## src/hdl/rkw_pkg.sv

```systemverilog
// shared types, widths, constants and the exp table of the range kernel weight unit
`default_nettype none
package rkw_pkg;

  // field widths
  localparam int DIFF_W    = 16;
  localparam int SIGMA_W   = 16;
  localparam int WEIGHT_W  = 32;
  localparam int AX_W      = DIFF_W + 1;
  localparam int X2_W      = 2 * DIFF_W - 1;
  localparam int S2_W      = 2 * SIGMA_W;
  localparam int DEN5_W    = S2_W + 3;

  // configuration port
  localparam int CFG_IDX_W  = 2;
  localparam int CFG_DATA_W = 16;
  localparam logic [CFG_IDX_W-1:0] CFG_KERNEL_MODE = 2'd0;
  localparam logic [CFG_IDX_W-1:0] CFG_SIGMA_SCALE = 2'd1;
  localparam logic [SIGMA_W-1:0]   SIGMA_RESET     = 16'd256;

  typedef enum logic [2:0] {
    KM_GAUSS    = 3'd0,
    KM_UNSCALED = 3'd1,
    KM_HUBER    = 3'd2,
    KM_TUKEY    = 3'd3,
    KM_LORENTZ  = 3'd4
  } kmode_t;

  // exp(-u) table, u in [0,16], Q30 samples
  localparam int EXP_TABLE_DEPTH = 256;
  localparam int EXP_IDX_W       = $clog2(EXP_TABLE_DEPTH + 1);
  localparam int TAB_W           = 31;
  localparam int FRAC_W          = 16;

  // taylor terms of exp(-16/depth) in Q58
  localparam logic [63:0] EXP_STEP = 64'(EXP_TABLE_DEPTH);
  localparam logic [63:0] EXP_T0  = 64'd1 << 58;
  localparam logic [63:0] EXP_T1  = (EXP_T0  * 64'd16) / (EXP_STEP * 64'd1);
  localparam logic [63:0] EXP_T2  = (EXP_T1  * 64'd16) / (EXP_STEP * 64'd2);
  localparam logic [63:0] EXP_T3  = (EXP_T2  * 64'd16) / (EXP_STEP * 64'd3);
  localparam logic [63:0] EXP_T4  = (EXP_T3  * 64'd16) / (EXP_STEP * 64'd4);
  localparam logic [63:0] EXP_T5  = (EXP_T4  * 64'd16) / (EXP_STEP * 64'd5);
  localparam logic [63:0] EXP_T6  = (EXP_T5  * 64'd16) / (EXP_STEP * 64'd6);
  localparam logic [63:0] EXP_T7  = (EXP_T6  * 64'd16) / (EXP_STEP * 64'd7);
  localparam logic [63:0] EXP_T8  = (EXP_T7  * 64'd16) / (EXP_STEP * 64'd8);
  localparam logic [63:0] EXP_T9  = (EXP_T8  * 64'd16) / (EXP_STEP * 64'd9);
  localparam logic [63:0] EXP_T10 = (EXP_T9  * 64'd16) / (EXP_STEP * 64'd10);
  localparam logic [63:0] EXP_T11 = (EXP_T10 * 64'd16) / (EXP_STEP * 64'd11);
  localparam logic [63:0] EXP_T12 = (EXP_T11 * 64'd16) / (EXP_STEP * 64'd12);
  localparam logic [63:0] EXP_T13 = (EXP_T12 * 64'd16) / (EXP_STEP * 64'd13);
  localparam logic [63:0] EXP_T14 = (EXP_T13 * 64'd16) / (EXP_STEP * 64'd14);
  localparam logic [63:0] EXP_T15 = (EXP_T14 * 64'd16) / (EXP_STEP * 64'd15);
  localparam logic [63:0] EXP_T16 = (EXP_T15 * 64'd16) / (EXP_STEP * 64'd16);
  localparam logic [63:0] EXP_T17 = (EXP_T16 * 64'd16) / (EXP_STEP * 64'd17);
  localparam logic [63:0] EXP_T18 = (EXP_T17 * 64'd16) / (EXP_STEP * 64'd18);
  localparam logic [63:0] EXP_T19 = (EXP_T18 * 64'd16) / (EXP_STEP * 64'd19);
  localparam logic [63:0] EXP_T20 = (EXP_T19 * 64'd16) / (EXP_STEP * 64'd20);
  localparam logic [63:0] EXP_T21 = (EXP_T20 * 64'd16) / (EXP_STEP * 64'd21);
  localparam logic [63:0] EXP_T22 = (EXP_T21 * 64'd16) / (EXP_STEP * 64'd22);
  localparam logic [63:0] EXP_T23 = (EXP_T22 * 64'd16) / (EXP_STEP * 64'd23);
  localparam logic [63:0] EXP_T24 = (EXP_T23 * 64'd16) / (EXP_STEP * 64'd24);
  localparam logic [63:0] EXP_SUM =
      EXP_T0 - EXP_T1 + EXP_T2 - EXP_T3 + EXP_T4 - EXP_T5 + EXP_T6 - EXP_T7
    + EXP_T8 - EXP_T9 + EXP_T10 - EXP_T11 + EXP_T12 - EXP_T13 + EXP_T14
    - EXP_T15 + EXP_T16 - EXP_T17 + EXP_T18 - EXP_T19 + EXP_T20 - EXP_T21
    + EXP_T22 - EXP_T23 + EXP_T24;
  // ratio of neighboring samples in Q30
  localparam logic [63:0] EXP_RATIO = (EXP_SUM + (64'd1 << 27)) >> 28;

  // sqrt(2*pi) in Q24
  localparam int C_W = 26;
  localparam logic [C_W-1:0] SQRT_2_PI_Q24 = 26'd42054244;
  localparam int SC_W = SIGMA_W + C_W;

  // shifts of the fixed point setup
  localparam int GS_SHIFT  = 11;
  localparam int TK_SHIFT  = 28;
  localparam int LZ_SHIFT  = 16;
  localparam int HUBER_LOG = 24;
  localparam int TK_OUT    = 41;
  localparam int GS_OUT    = 18;
  localparam int UG_OUT    = 14;

  // shared divider geometry
  localparam int DIV_QW = 29;
  localparam int DIV_DW = SC_W;
  localparam int DIV_NW = DIV_QW + DIV_DW;

  typedef logic [TAB_W-1:0] exp_tab_t [EXP_TABLE_DEPTH+1];

  typedef struct packed {
    kmode_t                mode;
    logic                  zero;
    logic [WEIGHT_W-1:0]   w;
  } side_t;

  typedef struct packed {
    logic              vld;
    logic [DIV_NW-1:0] num;
    logic [DIV_DW-1:0] den;
    side_t             side;
  } div_in_t;

  typedef struct packed {
    logic              vld;
    logic [DIV_QW-1:0] quot;
    side_t             side;
  } div_out_t;

  // repeated products of the neighbor ratio
  function automatic exp_tab_t build_exp_tab();
    exp_tab_t    tab;
    logic [63:0] prod;
    tab[0] = TAB_W'(64'd1 << 30);
    for (int i = 1; i <= EXP_TABLE_DEPTH; i++) begin
      prod   = 64'(tab[i-1]) * EXP_RATIO;
      tab[i] = TAB_W'((prod + (64'd1 << 29)) >> 30);
    end
    return tab;
  endfunction

  localparam exp_tab_t EXP_TAB = build_exp_tab();

endpackage
`default_nettype wire

```

## src/hdl/rkw_prep.sv

```systemverilog
// front stages: magnitude, squares and per-kernel dividend and divisor
`default_nettype none
module rkw_prep (
  input  logic                               clk,
  input  logic                               rst_n,
  input  logic                               en,
  input  logic                               in_vld,
  input  logic signed [rkw_pkg::DIFF_W-1:0]  in_diff,
  input  rkw_pkg::kmode_t                    mode,
  input  logic [rkw_pkg::SIGMA_W-1:0]        sigma,
  output rkw_pkg::div_in_t                   dout
);
  import rkw_pkg::*;

  logic                v1_r, v2_r, v3_r;
  logic [AX_W-1:0]     ax1_r;
  logic [X2_W-1:0]     x2_r;
  logic [S2_W-1:0]     s2_r;
  logic [AX_W-1:0]     dh2_r;
  logic [2*AX_W-1:0]   axsq;
  logic [AX_W-1:0]     ax;
  logic [DEN5_W-1:0]   den5;
  logic [S2_W:0]       lor_den;
  logic [DIV_NW-1:0]   num_nxt;
  logic [DIV_DW-1:0]   den_nxt;
  logic                zero_nxt;
  logic [DIV_NW-1:0]   num3_r;
  logic [DIV_DW-1:0]   den3_r;
  logic                zero3_r;
  kmode_t              mode3_r;

  // absolute value, the most negative input is exact in 17 bits
  assign ax = in_diff[DIFF_W-1] ? AX_W'(18'h10000 - {2'b00, in_diff})
                                : {1'b0, in_diff};
  assign axsq = ax1_r * ax1_r;

  // kernel setup for the first division
  assign den5    = (DEN5_W'(s2_r) << 2) + DEN5_W'(s2_r);
  assign lor_den = (S2_W+1)'(s2_r) + (S2_W+1)'(x2_r);

  always_comb begin
    num_nxt  = '0;
    den_nxt  = DIV_DW'(s2_r);
    zero_nxt = 1'b0;
    case (mode)
      KM_HUBER: begin
        num_nxt = (DIV_NW'(1) << HUBER_LOG) + DIV_NW'(dh2_r >> 1);
        den_nxt = DIV_DW'(dh2_r);
      end
      KM_TUKEY: begin
        zero_nxt = DEN5_W'(x2_r) > den5;
        num_nxt  = zero_nxt ? '0 : DIV_NW'(den5 - DEN5_W'(x2_r)) << TK_SHIFT;
        den_nxt  = DIV_DW'(den5);
      end
      KM_LORENTZ: begin
        num_nxt = (DIV_NW'(s2_r) << LZ_SHIFT) + DIV_NW'(lor_den >> 1);
        den_nxt = DIV_DW'(lor_den);
      end
      default: begin
        zero_nxt = (S2_W+5)'(x2_r) >= ((S2_W+5)'(s2_r) << 5);
        num_nxt  = zero_nxt ? '0
                 : (DIV_NW'(x2_r) * DIV_NW'(EXP_TABLE_DEPTH)) << GS_SHIFT;
        den_nxt  = DIV_DW'(s2_r);
      end
    endcase
  end

  // valid bits
  always_ff @(posedge clk) begin
    if (!rst_n) begin
      v1_r <= 1'b0;
      v2_r <= 1'b0;
      v3_r <= 1'b0;
    end else if (en) begin
      v1_r <= in_vld;
      v2_r <= v1_r;
      v3_r <= v2_r;
    end
  end

  // payload stages
  always_ff @(posedge clk) begin
    if (en) begin
      ax1_r   <= ax;
      x2_r    <= X2_W'(axsq);
      s2_r    <= S2_W'(sigma) * S2_W'(sigma);
      dh2_r   <= (ax1_r > AX_W'(sigma)) ? ax1_r : AX_W'(sigma);
      num3_r  <= num_nxt;
      den3_r  <= den_nxt;
      zero3_r <= zero_nxt;
      mode3_r <= mode;
    end
  end

  assign dout.vld       = v3_r;
  assign dout.num       = num3_r;
  assign dout.den       = den3_r;
  assign dout.side.mode = mode3_r;
  assign dout.side.zero = zero3_r;
  assign dout.side.w    = '0;

endmodule
`default_nettype wire

```

## config.mk

```make
export PLATFORM = sky130hd
export DESIGN_NAME = rkw_prep
export DESIGN_NICKNAME = d
export VERILOG_FILES = /design/src/hdl/rkw_pkg.sv /design/src/hdl/rkw_prep.sv
export SDC_FILE = /design/constraint.sdc
export NUM_CORES = 2
export LEC_CHECK = 0
export BUFFER_PORTS_ARGS = -buffer_cell sky130_fd_sc_hd__buf_2
export CAP_MARGIN = 15
export CORE_MARGIN = 4
export CORE_UTILIZATION = 65
export DETAILED_ROUTE_END_ITERATION = 8
export GPL_TIMING_DRIVEN = 0
export PLACE_DENSITY_LB_ADDON = 0.12
export SYNTH_ARGS = -nofsm -noshare
export SYNTH_HDL_FRONTEND = slang
export SYNTH_SLANG_ARGS = --single-unit
```

## constraint.sdc

```tcl
create_clock -name clk -period 17.1 [get_ports clk]
set_input_delay 2.565 -clock clk [delete_from_list [all_inputs] [get_ports clk]]
set_output_delay 2.565 -clock clk [all_outputs]
set_load 0.005 [all_outputs]
```

======== Yosys cells after proc, flatten, opt, wreduce, memory -nomap -nowiden ========
Cells that the tools add are included.
storage, ports and cells
  register bits after elaboration ......... 217
  input port bits ......................... 39
cells by class
  muxes and demuxes ....................... 7
  $lt $le $gt $ge ......................... 3
  equal/unequal tests ..................... 3
  add/sub/neg operators ................... 6
  $mul .................................... 2
  reduce and logical (&&, ||, !) cells .... 1
operators with widths
  kind                                                  count
  one-hot mux 71 bit (3 select lines)                   1
  one-hot mux 35 bit (3 select lines)                   1
  two-way mux 71 bit                                    1
  two-way mux 50 bit                                    1
  adder 48 x 32 -> 49 bit                               1
  greater-or-equal comparator 31 x 37 -> 1 bit          1
  subtractor 35 x 31 -> 36 bit                          1
  adder 34 x 32 -> 35 bit                               1
  greater-than comparator 31 x 35 -> 1 bit              1
  adder 32 x 31 -> 33 bit                               1
  multiplier 16 x 16 -> 32 bit                          1
  multiplier 17 x 17 -> 31 bit                          1
  adder 25 x 16 -> 26 bit (first input constant)        1
  greater-than comparator 17 x 16 -> 1 bit              1
  subtractor 17 x 16 -> 17 bit (first input constant)   1
  two-way mux 16 bit                                    1
  two-way mux 15 bit                                    1
  equality test 3 x 2 -> 1 bit (second input constant)  2
  equality test 3 bit (second input constant)           1
  one-hot mux 1 bit (2 select lines)                    1
  OR reduction 2 bit                                    1

======== Depth between registers and ports, before layout ========
  word-level depth ........................ 4
  depth in mapped cells ................... 27

======== Worst setup path before layout ========
No wires, ideal clock.
  path type ............................... input-to-reg
  from .................................... input sigma[8] (netlist name)
  to ...................................... register s2_r[20], data pin
  buffers on the path ..................... 1
  path slack .............................. 8.447 ns
  arrival time ............................ 8.458 ns
  stages .................................. 25
  cell sequence ........................... clkbuf_1 > clkinv_1 > nor2_1 > inv_1 > fa_1 > inv_1 > fa_1 > inv_1 > fa_1 > inv_1 > fa_1 > fa_1 > inv_1 > fa_1 > inv_1 > ha_1 > and2_1 > nand3_1 > nand2_1 > a41o_1 > o21a_1 > o21ai_0 > a21bo_2 > or4b_2 > o311ai_0
on the way
  cells in the longest elaborated chain, start to end .. 1
RTL lines
  item                          line            source
  start, declared               rkw_prep.sv:10  input logic [rkw_pkg::SIGMA_W-1:0] sigma,
  multiplier 16 x 16 -> 32 bit  rkw_prep.sv:86  s2_r <= S2_W'(sigma) * S2_W'(sigma);
  end signal, assigned          rkw_prep.sv:86
  end, declared                 rkw_prep.sv:18  logic [S2_W-1:0] s2_r;
No other way between the ends.
A chain may end at the register's enable or synchronous reset.

======== Worst setup path in the final report ========
  from .................................... input sigma[13] (netlist name)
  to ...................................... register s2_r[30], data pin
Same word-level chain as after synthesis.

==> summary.md <==
| Metric | Value |
|---|---|
| Result of the run | finished, final reports clean |
| Final critical-path required period | about 9600 ps |
| Worst Clk Skew | around 16 ps |
| Port buffer count | 146 |
| Hold bufs inserted after CTS | 0 |
| Most common cell after layout, fill and taps aside | sky130_fd_sc_hd__inv_1 |
| Sequential cell area | between 6000 and 7000 um^2 |
| Worst Setup End Kind | flip-flop |
| Detail-routed net length per standard cell | ~21 um |
| RSZ-0062 raised after global routing | no |
| Height of the die | ~220 um |
| Share of final-layout standard cells stronger than drive strength 1 | 8.41% |
| Starting density of the core | between 60% and 70% |
| Rows | 77 |
| Most frequent cells in the layout | sky130_fd_sc_hd__inv_1 (596), sky130_fd_sc_hd__fa_1 (357), sky130_fd_sc_hd__ha_1 (345) |
| Via count | around 23,000 |
| Overall routing resource usage | 34.4% |
| Worst slew margin | 18.1% |
| HPWL after DPL | roughly 69,000 um |
| Total overflow reported by the global router | 0 |
| Worst path arrival time | 9840 ps |
| Wire length of the first global-routing pass | approximately 130,000 um |
| TritonCTS sink count | about 200 |
| Post-CTS Setup Inserts | 0 |
| RD Place Congestion | 1.00 |
| Upper clock frequency limit | 0.104 GHz |
| Part of the Yosys area used for sequential elements | 20.5% |
| Class of the tightest hold or removal check | reg2reg |
| Required time worst endpoint | around 17,000 ps |
| Async S/R FF share, synth | 0% |
| Antenna violations before repair | 1 |
| Count of flip-flops with a built-in enable after synthesis | ~200 |
| Number of detailed-route iterations in the first pass | 6 |
| Largest fanout on the critical path | 10 |
| TritonCTS clock tree | yes |
| Net count, final | between 4,000 and 5,000 |
| Horiz. Die Dim | between 200 and 250 um |
| Number of design-rule violations left by the first detailed-router iteration | slightly above 2,000 |
| Count of maximum capacitance violations | 0 |
| Drt drc | 0 |
| Syn. warnings | 0 |
| Startpoint type of the worst setup path | input pin |
| Ports placed on the boundary | ~190 |
| Final number of max-transition violations | 0 |
| Die footprint | between 40,000 and 50,000 um^2 |
| Clk buf depth | 3 |
| Via count of the first global-routing pass | between 20,000 and 25,000 |
| Worst-path clk slew | ~60 ps |
| Count of fill cells added during filler insertion | 3,422 |
| Number of setup violations in the final report | 0 |
| Vias per Instance | just under 6 |
| Crit path kind | in2reg |
| Mean instance size in the synthesized netlist | around 9.5 um^2 |
| Footprint of the multi-input gates | roughly 21,000 um^2 |
| Number of cells upsized or downsized after cts | 0 |
| Pin count of the biggest net entering global routing | between 100 and 150 |
| Residual antenna-violating net count after detailed routing | 0 |
| FF+latch count, synth | approximately 200 |
| Layout area overhead | 8.04% |
| Period utilisation layout | a little under three fifths |
| Worst Tran Pin Value | ~1200 ps |
| Total detailed-routing wirelength | 83,200 um |
| Worst skew pair latency | around 530 ps |
| Number of unique standard cell types used by synthesis | 84 |
| Prevailing post-synth register cell | sky130_fd_sc_hd__edfxtp_1 |
| Post-route setup TNS | 0 ps |
| Summed instance area of the synthesized netlist | just under 30,000 um^2 |
| Clock root cell | sky130_fd_sc_hd__clkbuf_16 |
| Synthesized instance count | ~3,100 |
| Number of buffers created by CTS | 22 |
| Standard cell core area | 44,400 um^2 |
| Hold violation total from the final report | 0 |
| Number of H-tree levels | 1 |
-- worst max-delay path: stages --
cell                       delay, ps
sky130_fd_sc_hd__buf_2           110
sky130_fd_sc_hd__clkbuf_1        520
sky130_fd_sc_hd__clkinv_1        670
sky130_fd_sc_hd__nor2_1          450
sky130_fd_sc_hd__fa_1            460
sky130_fd_sc_hd__inv_1            90
sky130_fd_sc_hd__fa_1            420
sky130_fd_sc_hd__inv_1            80
sky130_fd_sc_hd__fa_1            440
sky130_fd_sc_hd__fa_1            520
sky130_fd_sc_hd__fa_1            500
sky130_fd_sc_hd__inv_1            50
sky130_fd_sc_hd__fa_1            530
sky130_fd_sc_hd__inv_1            60
sky130_fd_sc_hd__ha_1            350
sky130_fd_sc_hd__a21o_1          200
sky130_fd_sc_hd__a21oi_1         130
sky130_fd_sc_hd__nor2_1           80
sky130_fd_sc_hd__or4_1           460
sky130_fd_sc_hd__o21ai_0         320
sky130_fd_sc_hd__o211ai_1        230
sky130_fd_sc_hd__a31o_2          240
sky130_fd_sc_hd__a21oi_1         200
sky130_fd_sc_hd__xnor2_1         150
-- layout make-up --
type	instances	area share, %
Multi-Input combinational cell	2207	64.9
Sequential cell	201	18.9
Inverter	605	7.16
Timing Repair Buffer	148	2.44
Tap cell	592	2.34
Buffer	118	2.05
Clock buffer	27	1.86
Clock inverter	13	0.339
Antenna cell	1	0.00789
-- synth_stat cells, drive strengths merged, types with 59 or more instances --
library cell,instances,share of area [%]
inv,597,7.6
fa,357,24
nand2,266,3.4
edfxtp,198,20
a21oi,125,2.1
and2,71,1.5
ha,345,15
nor2,164,2.1
xnor2,127,3.8
o21ai,108,1.9
clkbuf,64,0.82
a21o,59,1.5
-- sequential cells by signal, summed over array words and instances (netlist names), 3 cells and up --
signal and flops:
s2_r 31, den3_r 35, ax1_r 17, x2_r 30
dh2_r 17, num3_r 64, mode3_r 3
-- stage by stage --
step / util, % / worst slack [ps] / hold slack (ps) / area (um^2) / std cells
floorplan: - / 8450 / 482 / 29500 / 3131
global placement: 69.7 / 7250 / 493 / 31000 / 3869
detailed placement: 69.8 / 7130 / 514 / 31000 / 3871
CTS: 71.4 / 7680 / 529 / 31700 / 3911
global route: 71.4 / 7310 / 549 / 31700 / 3911
finish: 71.4 / 7510 / 523 / 31700 / 3912
-- worst paths after layout --
| check | from | end | slack (ps) | depth (start not counted) |
|---|---|---|---|---|
| max | sigma[13] | s2_r[30]$_DFFE_PP_ | 7510 | 24 |
| min | v3_r$_SDFFE_PN0P_ | v3_r$_SDFFE_PN0P_ | 520 | 2 |
| max reg2reg | ax1_r[5]$_DFFE_PP_ | x2_r[30]$_DFFE_PP_ | 8980 | 23 |
| min reg2reg | v3_r$_SDFFE_PN0P_ | v3_r$_SDFFE_PN0P_ | 520 | 2 |
-- metal layers --
layer | track usage (%) | routed length, um | vias to the layer above
met5 | 0 | 12 | -
met4 | 18.0 | 5280 | 2
met3 | 4.72 | 7060 | 288
met2 | 57.1 | 38900 | 1109
met1 | 44.4 | 31900 | 11280
li1 | - | - | 10618
-- cell families (layout without fill, tap and decap cells) --
logic type	Yosys count	count (layout)	share of synthesized area, %
compound gates	536	536	12.6
other cells	1	41	0.0128
mux	22	22	0.797
buf+inv	723	911	9.95
flops	201	201	20.5
xor+xnor	183	183	5.46
simple gates	724	724	11.6
fa+ha+maj	702	702	39.0
Power is not shown: default switching activity piles up to over one toggle a cycle in this logic, so the estimate is an artifact.
